--- src/sv/vthp_pkg.sv ---
package vthp_pkg;

  localparam int unsigned SampleBits    = 16;
  localparam int unsigned FracBits      = 16;
  localparam int unsigned ColorBits     = 8;
  // position runs 0..4.0, so two integer bits plus one for the exact top value
  localparam int unsigned QuotBits      = FracBits + 3;
  localparam int unsigned SectorBits    = QuotBits - FracBits;
  localparam int unsigned StepsPerStage = 3;
  // the front stage yields the top quotient bit, the divider stages the rest
  localparam int unsigned DivStages     = (QuotBits - 1 + StepsPerStage - 1) / StepsPerStage;
  localparam int unsigned LeftBits      = $clog2(QuotBits);
  localparam int unsigned CfgIdxBits    = 2;

  localparam logic [CfgIdxBits-1:0] REG_LOW_BOUND  = CfgIdxBits'(0);
  localparam logic [CfgIdxBits-1:0] REG_HIGH_BOUND = CfgIdxBits'(1);

  localparam logic [SampleBits-1:0] LowBoundReset  = SampleBits'(745);
  localparam logic [SampleBits-1:0] HighBoundReset = SampleBits'(808);

  localparam logic [SectorBits-1:0] SEC_RED_YELLOW  = SectorBits'(0);
  localparam logic [SectorBits-1:0] SEC_YELLOW_GRN  = SectorBits'(1);
  localparam logic [SectorBits-1:0] SEC_GRN_CYAN    = SectorBits'(2);
  localparam logic [SectorBits-1:0] SEC_CYAN_BLUE   = SectorBits'(3);

  localparam logic [ColorBits-1:0] ColorFull = '1;
  localparam logic [ColorBits-1:0] ColorNone = '0;

  typedef logic [SampleBits-1:0] sample_t;
  typedef logic [ColorBits-1:0]  color_t;

  typedef enum logic [1:0] {
    CLS_RED  = 2'd0,
    CLS_BLUE = 2'd1,
    CLS_RAMP = 2'd2
  } cls_e;

  // beat carried through the divider stages
  typedef struct packed {
    cls_e                  cls;
    sample_t               span;
    sample_t               rem;
    logic [QuotBits-1:0]   quot;
    logic [LeftBits-1:0]   left;
  } div_t;

endpackage

--- src/sv/vthp_front.sv ---
module vthp_front (
  input  logic              clk_i,
  input  logic              rst_ni,
  input  logic              en_i,
  input  logic              valid_i,
  input  vthp_pkg::sample_t sample_i,
  input  vthp_pkg::sample_t low_bound_i,
  input  vthp_pkg::sample_t high_bound_i,
  output logic              valid_o,
  output vthp_pkg::div_t    data_o
);
  import vthp_pkg::*;

  logic    valid_q;
  div_t    data_d, data_q;
  sample_t offset, span;
  logic    top_bit;

  assign offset  = sample_i - low_bound_i;
  assign span    = high_bound_i - low_bound_i;
  // offset never exceeds span on the ramp, so the top bit is set only at equality
  assign top_bit = (offset == span);

  always_comb begin
    data_d.span = span;
    data_d.rem  = top_bit ? '0 : offset;
    data_d.quot = QuotBits'(top_bit);
    data_d.left = LeftBits'(QuotBits - 1);
    if (sample_i < low_bound_i) begin
      data_d.cls = CLS_RED;
    end else if (sample_i > high_bound_i) begin
      data_d.cls = CLS_BLUE;
    end else if (span == '0) begin
      data_d.cls = CLS_RED;
    end else begin
      data_d.cls = CLS_RAMP;
    end
  end

  always_ff @(posedge clk_i or negedge rst_ni) begin
    if (!rst_ni) begin
      valid_q <= 1'b0;
    end else if (en_i) begin
      valid_q <= valid_i;
    end
  end

  always_ff @(posedge clk_i) begin
    if (en_i) begin
      data_q <= data_d;
    end
  end

  assign valid_o = valid_q;
  assign data_o  = data_q;

endmodule

--- src/sv/vthp_div_stage.sv ---
module vthp_div_stage (
  input  logic           clk_i,
  input  logic           rst_ni,
  input  logic           en_i,
  input  logic           valid_i,
  input  vthp_pkg::div_t data_i,
  output logic           valid_o,
  output vthp_pkg::div_t data_o
);
  import vthp_pkg::*;

  logic                  valid_q;
  div_t                  data_d, data_q;
  logic [SampleBits:0]   trial;
  logic [SampleBits:0]   diff;
  logic                  qbit;

  // restoring division, a few quotient bits per stage
  always_comb begin
    data_d = data_i;
    trial  = '0;
    diff   = '0;
    qbit   = 1'b0;
    for (int k = 0; k < StepsPerStage; k++) begin
      if (data_d.left != '0) begin
        trial = {data_d.rem, 1'b0};
        diff  = trial - {1'b0, data_d.span};
        qbit  = (trial >= {1'b0, data_d.span});
        data_d.rem  = qbit ? diff[SampleBits-1:0] : trial[SampleBits-1:0];
        data_d.quot = {data_d.quot[QuotBits-2:0], qbit};
        data_d.left = data_d.left - LeftBits'(1);
      end
    end
  end

  always_ff @(posedge clk_i or negedge rst_ni) begin
    if (!rst_ni) begin
      valid_q <= 1'b0;
    end else if (en_i) begin
      valid_q <= valid_i;
    end
  end

  always_ff @(posedge clk_i) begin
    if (en_i) begin
      data_q <= data_d;
    end
  end

  assign valid_o = valid_q;
  assign data_o  = data_q;

endmodule

--- src/sv/vthp_color.sv ---
module vthp_color (
  input  logic             clk_i,
  input  logic             rst_ni,
  input  logic             en_i,
  input  logic             valid_i,
  input  vthp_pkg::div_t   data_i,
  output logic             valid_o,
  output vthp_pkg::color_t red_o,
  output vthp_pkg::color_t green_o,
  output vthp_pkg::color_t blue_o
);
  import vthp_pkg::*;

  logic                    valid_q;
  color_t                  red_d, green_d, blue_d;
  color_t                  red_q, green_q, blue_q;
  logic [SectorBits-1:0]   sector;
  logic [FracBits:0]       frac;
  logic [FracBits:0]       frac_inv;
  logic [FracBits+8:0]     up_prod, dn_prod;
  color_t                  up, dn;

  assign sector   = data_i.quot[QuotBits-1:FracBits];
  assign frac     = {1'b0, data_i.quot[FracBits-1:0]};
  assign frac_inv = {1'b1, {FracBits{1'b0}}} - frac;

  // times 255 as shift and subtract
  assign up_prod = {frac, 8'b0} - {8'b0, frac};
  assign dn_prod = {frac_inv, 8'b0} - {8'b0, frac_inv};
  assign up      = up_prod[FracBits+7:FracBits];
  assign dn      = dn_prod[FracBits+7:FracBits];

  always_comb begin
    red_d   = ColorFull;
    green_d = ColorNone;
    blue_d  = ColorNone;
    case (data_i.cls)
      CLS_BLUE: begin
        red_d  = ColorNone;
        blue_d = ColorFull;
      end
      CLS_RAMP: begin
        case (sector)
          SEC_RED_YELLOW: begin
            red_d   = ColorFull;
            green_d = up;
            blue_d  = ColorNone;
          end
          SEC_YELLOW_GRN: begin
            red_d   = dn;
            green_d = ColorFull;
            blue_d  = ColorNone;
          end
          SEC_GRN_CYAN: begin
            red_d   = ColorNone;
            green_d = ColorFull;
            blue_d  = up;
          end
          SEC_CYAN_BLUE: begin
            red_d   = ColorNone;
            green_d = dn;
            blue_d  = ColorFull;
          end
          default: begin
            red_d   = up;
            green_d = ColorNone;
            blue_d  = ColorFull;
          end
        endcase
      end
      default: begin
        red_d   = ColorFull;
        green_d = ColorNone;
        blue_d  = ColorNone;
      end
    endcase
  end

  always_ff @(posedge clk_i or negedge rst_ni) begin
    if (!rst_ni) begin
      valid_q <= 1'b0;
    end else if (en_i) begin
      valid_q <= valid_i;
    end
  end

  always_ff @(posedge clk_i) begin
    if (en_i) begin
      red_q   <= red_d;
      green_q <= green_d;
      blue_q  <= blue_d;
    end
  end

  assign valid_o = valid_q;
  assign red_o   = red_q;
  assign green_o = green_q;
  assign blue_o  = blue_q;

endmodule

--- src/sv/value_to_hue_pseudocolor_unit.sv ---
// channel | signals                                   | dir | flow
// in      | in_valid_i, in_stall_o, sample_i          | in  | one sample per beat
// out     | out_valid_o, out_stall_i, red/green/blue_o | out | one rgb pixel per beat
// cfg     | cfg_valid_i, cfg_ready_o, cfg_index_i,    | in  | register write, always ready
//         | cfg_data_i                                |     |
//
// one beat enters per cycle while in_stall_o is low, registered at every stage
// the depth is set by the restoring divider, three quotient bits per stage
// reset clears the valid bits and loads the bound registers, no clearing pass
// each stage holds only while its successor is full and stalled, so bubbles
// close up and in_stall_o rises only when every stage holds a beat
module value_to_hue_pseudocolor_unit (
  input  logic                                clk_i,
  input  logic                                rst_ni,
  input  logic                                in_valid_i,
  output logic                                in_stall_o,
  input  vthp_pkg::sample_t                   sample_i,
  output logic                                out_valid_o,
  input  logic                                out_stall_i,
  output vthp_pkg::color_t                    red_o,
  output vthp_pkg::color_t                    green_o,
  output vthp_pkg::color_t                    blue_o,
  input  logic                                cfg_valid_i,
  output logic                                cfg_ready_o,
  input  logic [vthp_pkg::CfgIdxBits-1:0]     cfg_index_i,
  input  vthp_pkg::sample_t                   cfg_data_i
);
  import vthp_pkg::*;

  localparam int unsigned NumStages = DivStages + 2;

  sample_t                 low_bound_q, high_bound_q;
  logic [NumStages-1:0]    stage_en;
  logic [NumStages-1:0]    stage_vld;
  div_t                    div_bus [DivStages+1];

  // bound registers, unknown indexes are dropped
  assign cfg_ready_o = 1'b1;

  always_ff @(posedge clk_i or negedge rst_ni) begin
    if (!rst_ni) begin
      low_bound_q  <= LowBoundReset;
      high_bound_q <= HighBoundReset;
    end else if (cfg_valid_i && cfg_ready_o) begin
      case (cfg_index_i)
        REG_LOW_BOUND:  low_bound_q  <= cfg_data_i;
        REG_HIGH_BOUND: high_bound_q <= cfg_data_i;
        default: begin
        end
      endcase
    end
  end

  // enable chain: a stage loads when empty or when the next one loads
  assign stage_en[NumStages-1] = !stage_vld[NumStages-1] || !out_stall_i;
  for (genvar g = 0; g < NumStages - 1; g++) begin : g_en
    assign stage_en[g] = !stage_vld[g] || stage_en[g+1];
  end

  assign in_stall_o = !stage_en[0];

  // classify, take distance and span, resolve the top quotient bit
  vthp_front u_front (
    .clk_i        (clk_i),
    .rst_ni       (rst_ni),
    .en_i         (stage_en[0]),
    .valid_i      (in_valid_i),
    .sample_i     (sample_i),
    .low_bound_i  (low_bound_q),
    .high_bound_i (high_bound_q),
    .valid_o      (stage_vld[0]),
    .data_o       (div_bus[0])
  );

  // divider pipeline producing the fixed-point hue position
  for (genvar g = 0; g < DivStages; g++) begin : g_div
    vthp_div_stage u_div (
      .clk_i   (clk_i),
      .rst_ni  (rst_ni),
      .en_i    (stage_en[g+1]),
      .valid_i (stage_vld[g]),
      .data_i  (div_bus[g]),
      .valid_o (stage_vld[g+1]),
      .data_o  (div_bus[g+1])
    );
  end

  // sector lookup and ramp, doubles as the output register
  vthp_color u_color (
    .clk_i   (clk_i),
    .rst_ni  (rst_ni),
    .en_i    (stage_en[NumStages-1]),
    .valid_i (stage_vld[NumStages-2]),
    .data_i  (div_bus[DivStages]),
    .valid_o (stage_vld[NumStages-1]),
    .red_o   (red_o),
    .green_o (green_o),
    .blue_o  (blue_o)
  );

  assign out_valid_o = stage_vld[NumStages-1];

endmodule

--- config.mk ---
export PLATFORM = sky130hd
export DESIGN_NAME = value_to_hue_pseudocolor_unit
export DESIGN_NICKNAME = d
export VERILOG_FILES = /design/src/sv/vthp_pkg.sv /design/src/sv/vthp_front.sv /design/src/sv/vthp_div_stage.sv /design/src/sv/vthp_color.sv /design/src/sv/value_to_hue_pseudocolor_unit.sv
export SDC_FILE = /design/constraint.sdc
export NUM_CORES = 1
export LEC_CHECK = 0
export BUFFER_PORTS_ARGS = -buffer_cell sky130_fd_sc_hd__buf_4
export CORE_AREA = 2 2 226 228
export CTS_CLUSTER_DIAMETER = 120
export DETAILED_ROUTE_END_ITERATION = 7
export DIE_AREA = 0 0 228 230
export MAX_ROUTING_LAYER = met4
export PLACE_DENSITY_LB_ADDON = 0.15
export SYNTH_ARGS = -nofsm -noshare
export SYNTH_HDL_FRONTEND = slang
export SYNTH_SLANG_ARGS = --single-unit
--- constraint.sdc ---
create_clock -name clk_i -period 9.9 [get_ports clk_i]
set_input_delay 1.98 -clock clk_i [delete_from_list [all_inputs] [get_ports clk_i]]
set_output_delay 1.98 -clock clk_i [all_outputs]
set_load 0.01 [all_outputs]
After elaboration in Yosys (flattened, before gate mapping)
Cells that the tools add are included.
{"block": "totals", "output_inout_bits": 27, "in_bits": 39, "register_bits": 340, "word_cells": 145}
{"block": "op_classes", "magnitude_cmp": 20, "add_sub_neg": 22, "n_eq_ne": 7, "n_reduce_logical": 27, "mux": 24}
{"cell": "$ge A17 B16 Y1", "count": 18}
{"cell": "$sub A16 B16 Y16", "count": 19}
{"cell": "$mux W16", "count": 17}
{"cell": "$pmux W8 S2", "count": 3}
{"cell": "$pmux W8 S3", "count": 2}
{"cell": "$sub A24 B16 Y24", "count": 1}
{"cell": "$sub A24 B17 Y24", "count": 1}
{"cell": "$sub A17 B16 Y17 const A", "count": 1}
{"cell": "$eq A16 B16 Y1", "count": 1}
{"cell": "$gt A16 B16 Y1", "count": 1}
{"cell": "$logic_not A16 Y1", "count": 1}
{"cell": "$lt A16 B16 Y1", "count": 1}
{"cell": "$logic_not A1 Y1", "count": 10}
{"cell": "$logic_or A1 B1 Y1", "count": 8}
{"cell": "$reduce_or A2 Y1", "count": 4}
{"cell": "$eq A3 B2 Y1 const B", "count": 2}
{"cell": "$eq A2 B1 Y1 const B", "count": 2}
{"cell": "$reduce_and A2 Y1", "count": 2}
{"cell": "$eq A3 B1 Y1 const B", "count": 1}
{"cell": "$logic_not A3 Y1", "count": 1}
{"cell": "$eq A2 B2 Y1 const B", "count": 1}
{"cell": "$logic_not A2 Y1", "count": 1}
{"cell": "$mux W2", "count": 1}
{"cell": "$mux W1", "count": 1}

Depth between registers and ports, before layout
{"block": "logic_depth", "depth_word": 10, "ltp_mapped": 35}

Hierarchy
From an unflattened synthesis, not the netlist that was laid out.
{"block": "hier_totals", "cells_unflattened": 5201, "area_unflattened_um2": 45313.5}
{"module": "vthp_div_stage at g_div[0].u_div ...", "area_each_um2": 6263.5, "n_inst": 4, "cells_per_inst": 724}
{"module": "vthp_div_stage at g_div[2].u_div", "area_each_um2": 6150.9, "n_inst": 1, "cells_per_inst": 732}
{"module": "vthp_div_stage at g_div[1].u_div", "area_each_um2": 6090.8, "n_inst": 1, "cells_per_inst": 721}
{"module": "vthp_front", "area_each_um2": 3772.4, "n_inst": 1, "cells_per_inst": 425}
{"module": "vthp_color", "area_each_um2": 2945.3, "n_inst": 1, "cells_per_inst": 345}
{"module": "value_to_hue_pseudocolor_unit", "area_each_um2": 1300.0, "n_inst": 1, "cells_per_inst": 82}

Least setup slack after synthesis
OpenSTA, ideal clock, no wires.
{"block": "synth_timing", "kind": "reg2reg", "start": "reg g_div[3].u_div.data_q, in the netlist g_div[3].u_div.data_o[41]", "end": "reg g_div[4].u_div.data_q, in the netlist g_div[4].u_div.data_o[30] (data pin)", "arrival_time_ns": 7.704, "path_stages_with_launch": 31, "required_ns": 9.640, "setup_ns": 0.260, "synth_period_minus_slack_ns": 7.964, "setup_slack_ns": 1.936, "path_buffers": 3, "cell_sequence": "edfxtp_1 > inv_1 > ha_1 > nor2b_1 > o31ai_1 > a21oi_1 > a31o_2 > o31ai_4 > clkbuf_1 > mux2_2 > ha_1 > and3_1 > and3_1 > a221oi_1 > o21ai_1 > o2111ai_1 > a31oi_1 > a2111o_1 > buf_1 > mux2_2 > ha_1 > a21o_1 > or3_1 > o22a_1 > a221o_1 > a21oi_1 > a21oi_1 > a211oi_1 > nand2_2 > buf_4 > mux2_2"}
{"element": "start: declaration", "line": "vthp_div_stage.sv:13", "text": "div_t data_d, data_q;"}
{"element": "start signal: assignment", "line": "vthp_div_stage.sv:46", "text": "data_q <= data_d;"}
{"element": "end signal: assignment", "line": "vthp_div_stage.sv:46"}
{"element": "end: declaration", "line": "vthp_div_stage.sv:13"}

==> impl_metrics.toml <==
[clock_network]
h-tree-depth = 2
clkSinkCount = 340
post_cts_buffers = 0
ctsRootBufferMaster = "clkbuf_16"
cts_resized = 0
cts_tree = "built"
clk_pin_slew_worst_paths_ps = 60
clk_latency_ps = 550
cts-hold-fix-buffers = 0
numCtsBuffers = 38
clockBufferDepth = 3

[detailed_routing]
antenna_left = 0
wl_per_cell_um = 20.0
drt_wl_total_um = 77400
drcViolationCount = 0
vias = 24296
vias_per_cell = 6.27
dr.pass1.iters = 6
drt_iter0_markers = 2078

[placed_design]
hpwl_um = 61100
place_congestion = 0.953
portBuffers = 64

[final_layout]
final_nets = 3567
drive_above_1_share_pct = 11.4
syn2layout_area_growth_pct = 8.41
n_antenna_cell = 0

[min_path]
min_path_cells = 0
min_from = "g_div[1].u_div.data_o[8]$_DFFE_PP_"
hold_path_end = "g_div[2].u_div.data_o[11]$_DFFE_PP_"
hold_class = "reg2reg"

[timing]
fin_crit_sh_pct = 89.6
slew-limit-headroom_pct = 19.7
fin_crit_ps = 8870
setup_viol = 0
drv_slew = 0
finalSetupTns_ps = 0
rsz0062_at_grt = "false"
fmax_mhz = 113
hold_viol_final = 0
finalClockSkew_ps = 21.0
worstMarginPinSlew_ps = 1190

[global_route]
grt_use_total_pct = 29.9
antenna_found_initial = 0
grt_max_degree = 44
grt-ovfl-total = 0
grt_pass1_wl_um = 123000
first_global_vias = 23200

[setup_path]
r2r_end = "g_div[0].u_div.data_o[27]$_DFFE_PP_"
path_class = "reg2reg"
critPathCaptureType = "flip-flop"
cp_slowest_stage_delay_ps = 740
reg2reg_depth = 30
crit_arrival_ps = 9150
rr_startpoint = "u_front.data_o[41]$_DFFE_PN_"
required_ps = 10180
start_kind = "flip-flop"
cpMaxStageDelayCell = "a2111oi_4"
critical_path.top_delay_family = "compound AO/OA/AOI/OAI gates"
path_buf_inv = 3
crit_fanout = 17
r2r_slack_ps = 1030

[synth]
synth_xor_area_share_pct = 8.11
ys_ff_latch = 340
synthesis.area_um2 = 29700
synth_ff_type = "edfxtp_1"
synth_area_leaders = "edfxtp_1, ha_1, mux2_2"
synth_cell_types = 93
synth-simple-area-share_pct = 13.6
yosys.area_share.adder_pct = 15.0
seq_area_frac_synth_pct = 33.7
synth_edf_count = 300
synthCells = 3108
synth_common_cells = "ha_1, edfxtp_1, a21oi_1"
synth_area_per_cell_um2 = 9.56
async_reset_ff_share_pct = 11.8
synth_nets = 3498
yosysWarningCount = 0
synth-compound-area-share_pct = 18.8
synthMuxAreaShare_pct = 7.13
synth_top_family_by_area = "compound AO/OA/AOI/OAI gates"
yosysTopAreaCellShare_pct = 30.3
yosysTopAreaCell = "edfxtp_1"
synth.most_common_cell = "ha_1"

[die]
core-area_um2 = 49900
initial_core_util_pct = 59.6
die-width_um = 228
num_rows = 82
dieArea_um2 = 52400
die_h_um = 230
io_pins = 66

[outcome]
status = "complete, no violations"

[job]
maxCapViolCount = 0
## cells by family after synthesis
group,count (synthesis)
AO/OA/AOI/OAI,850
AND/OR/NAND/NOR,828
adder cells (fa/ha/maj),351
flip-flops,340
XOR/XNOR,275
buffers and inverters,274
multiplexers,189
other,1
## per-layer routing
layer | global-route usage [%] | vias to the layer above | wire length, µm
met1 | 40.7 | 11692 | 35000
met5 | - | - | 0
li1 | - | 11706 | -
met3 | 3.14 | 116 | 4730
met4 | 7.80 | 0 | 1850
met2 | 47.7 | 782 | 35800
## through the flow
stage	setup WS, ps	utilization [%]	area, µm²	hold WS (ps)	cells
after floorplan	1940	-	29700	400	3108
after global placement	1350	62.0	30900	401	3809
after detailed placement	1190	62.0	30900	405	3809
after CTS	1180	64.6	32200	406	3877
after global routing	475	64.6	32200	417	3877
final	1030	64.6	32200	411	3877
## worst register-to-register path: cells and delay by family (launching register included)
family                   cells  cell delay, ps
AO/OA/AOI/OAI               15            4180
adder cells (fa/ha/maj)      3             960
buffers and inverters        3             770
flip-flops                   1             480
multiplexers                 3            1160
AND/OR/NAND/NOR              6            1070
## final cells by class
class | instances | area [µm²]
clock buffers | 46 | 1010
clock inverters | 22 | 274
fillers | 4130 | 17700
inverters | 223 | 837
multi-input cells | 2494 | 18600
flip-flops and latches | 340 | 10000
well taps | 672 | 841
repair buffers | 80 | 601
## state kept, by name, indices dropped and copies added (netlist names), 6 cells and up
signal / flops
g_div.u_div.valid_o: 6
low_bound_q: 16
high_bound_q: 16
u_front.data_o: 35
u_color.red_o: 8
u_color.blue_o: 8
g_div.u_div.data_o: 241
u_color.green_o: 8
## cells in the final DEF (no fill, tap or decap), types with 87 or more instances in the layout
master | Yosys | routed
o21ai_0 | 153 | 153
nand2_1 | 172 | 170
ha_1 | 343 | 343
nor2_1 | 259 | 259
xor2_1 | 87 | 87
edfxtp_1 | 300 | 300
inv_1 | 218 | 217
a21o_1 | 91 | 91
a21oi_1 | 261 | 261
mux2_2 | 161 | 161
xnor2_1 | 188 | 188
## worst max-delay path by stage
stage,startpoint,end,depth (start not counted)
after global placement,g_div[3].u_div.data_o[41]$_DFFE_PP_,g_div[4].u_div.data_o[37]$_DFFE_PP_,28
after detailed placement,u_front.data_o[41]$_DFFE_PN_,g_div[0].u_div.data_o[27]$_DFFE_PP_,30
final,u_front.data_o[41]$_DFFE_PN_,g_div[0].u_div.data_o[27]$_DFFE_PP_,30
after floorplan,g_div[3].u_div.data_o[41]$_DFFE_PP_,g_div[4].u_div.data_o[30]$_DFFE_PP_,30
after CTS,u_front.data_o[41]$_DFFE_PN_,g_div[0].u_div.data_o[27]$_DFFE_PP_,30
after global routing,u_front.data_o[41]$_DFFE_PN_,g_div[0].u_div.data_o[27]$_DFFE_PP_,30
Power is not shown: default switching activity piles up to over one toggle a cycle in this logic, so the estimate is an artifact.
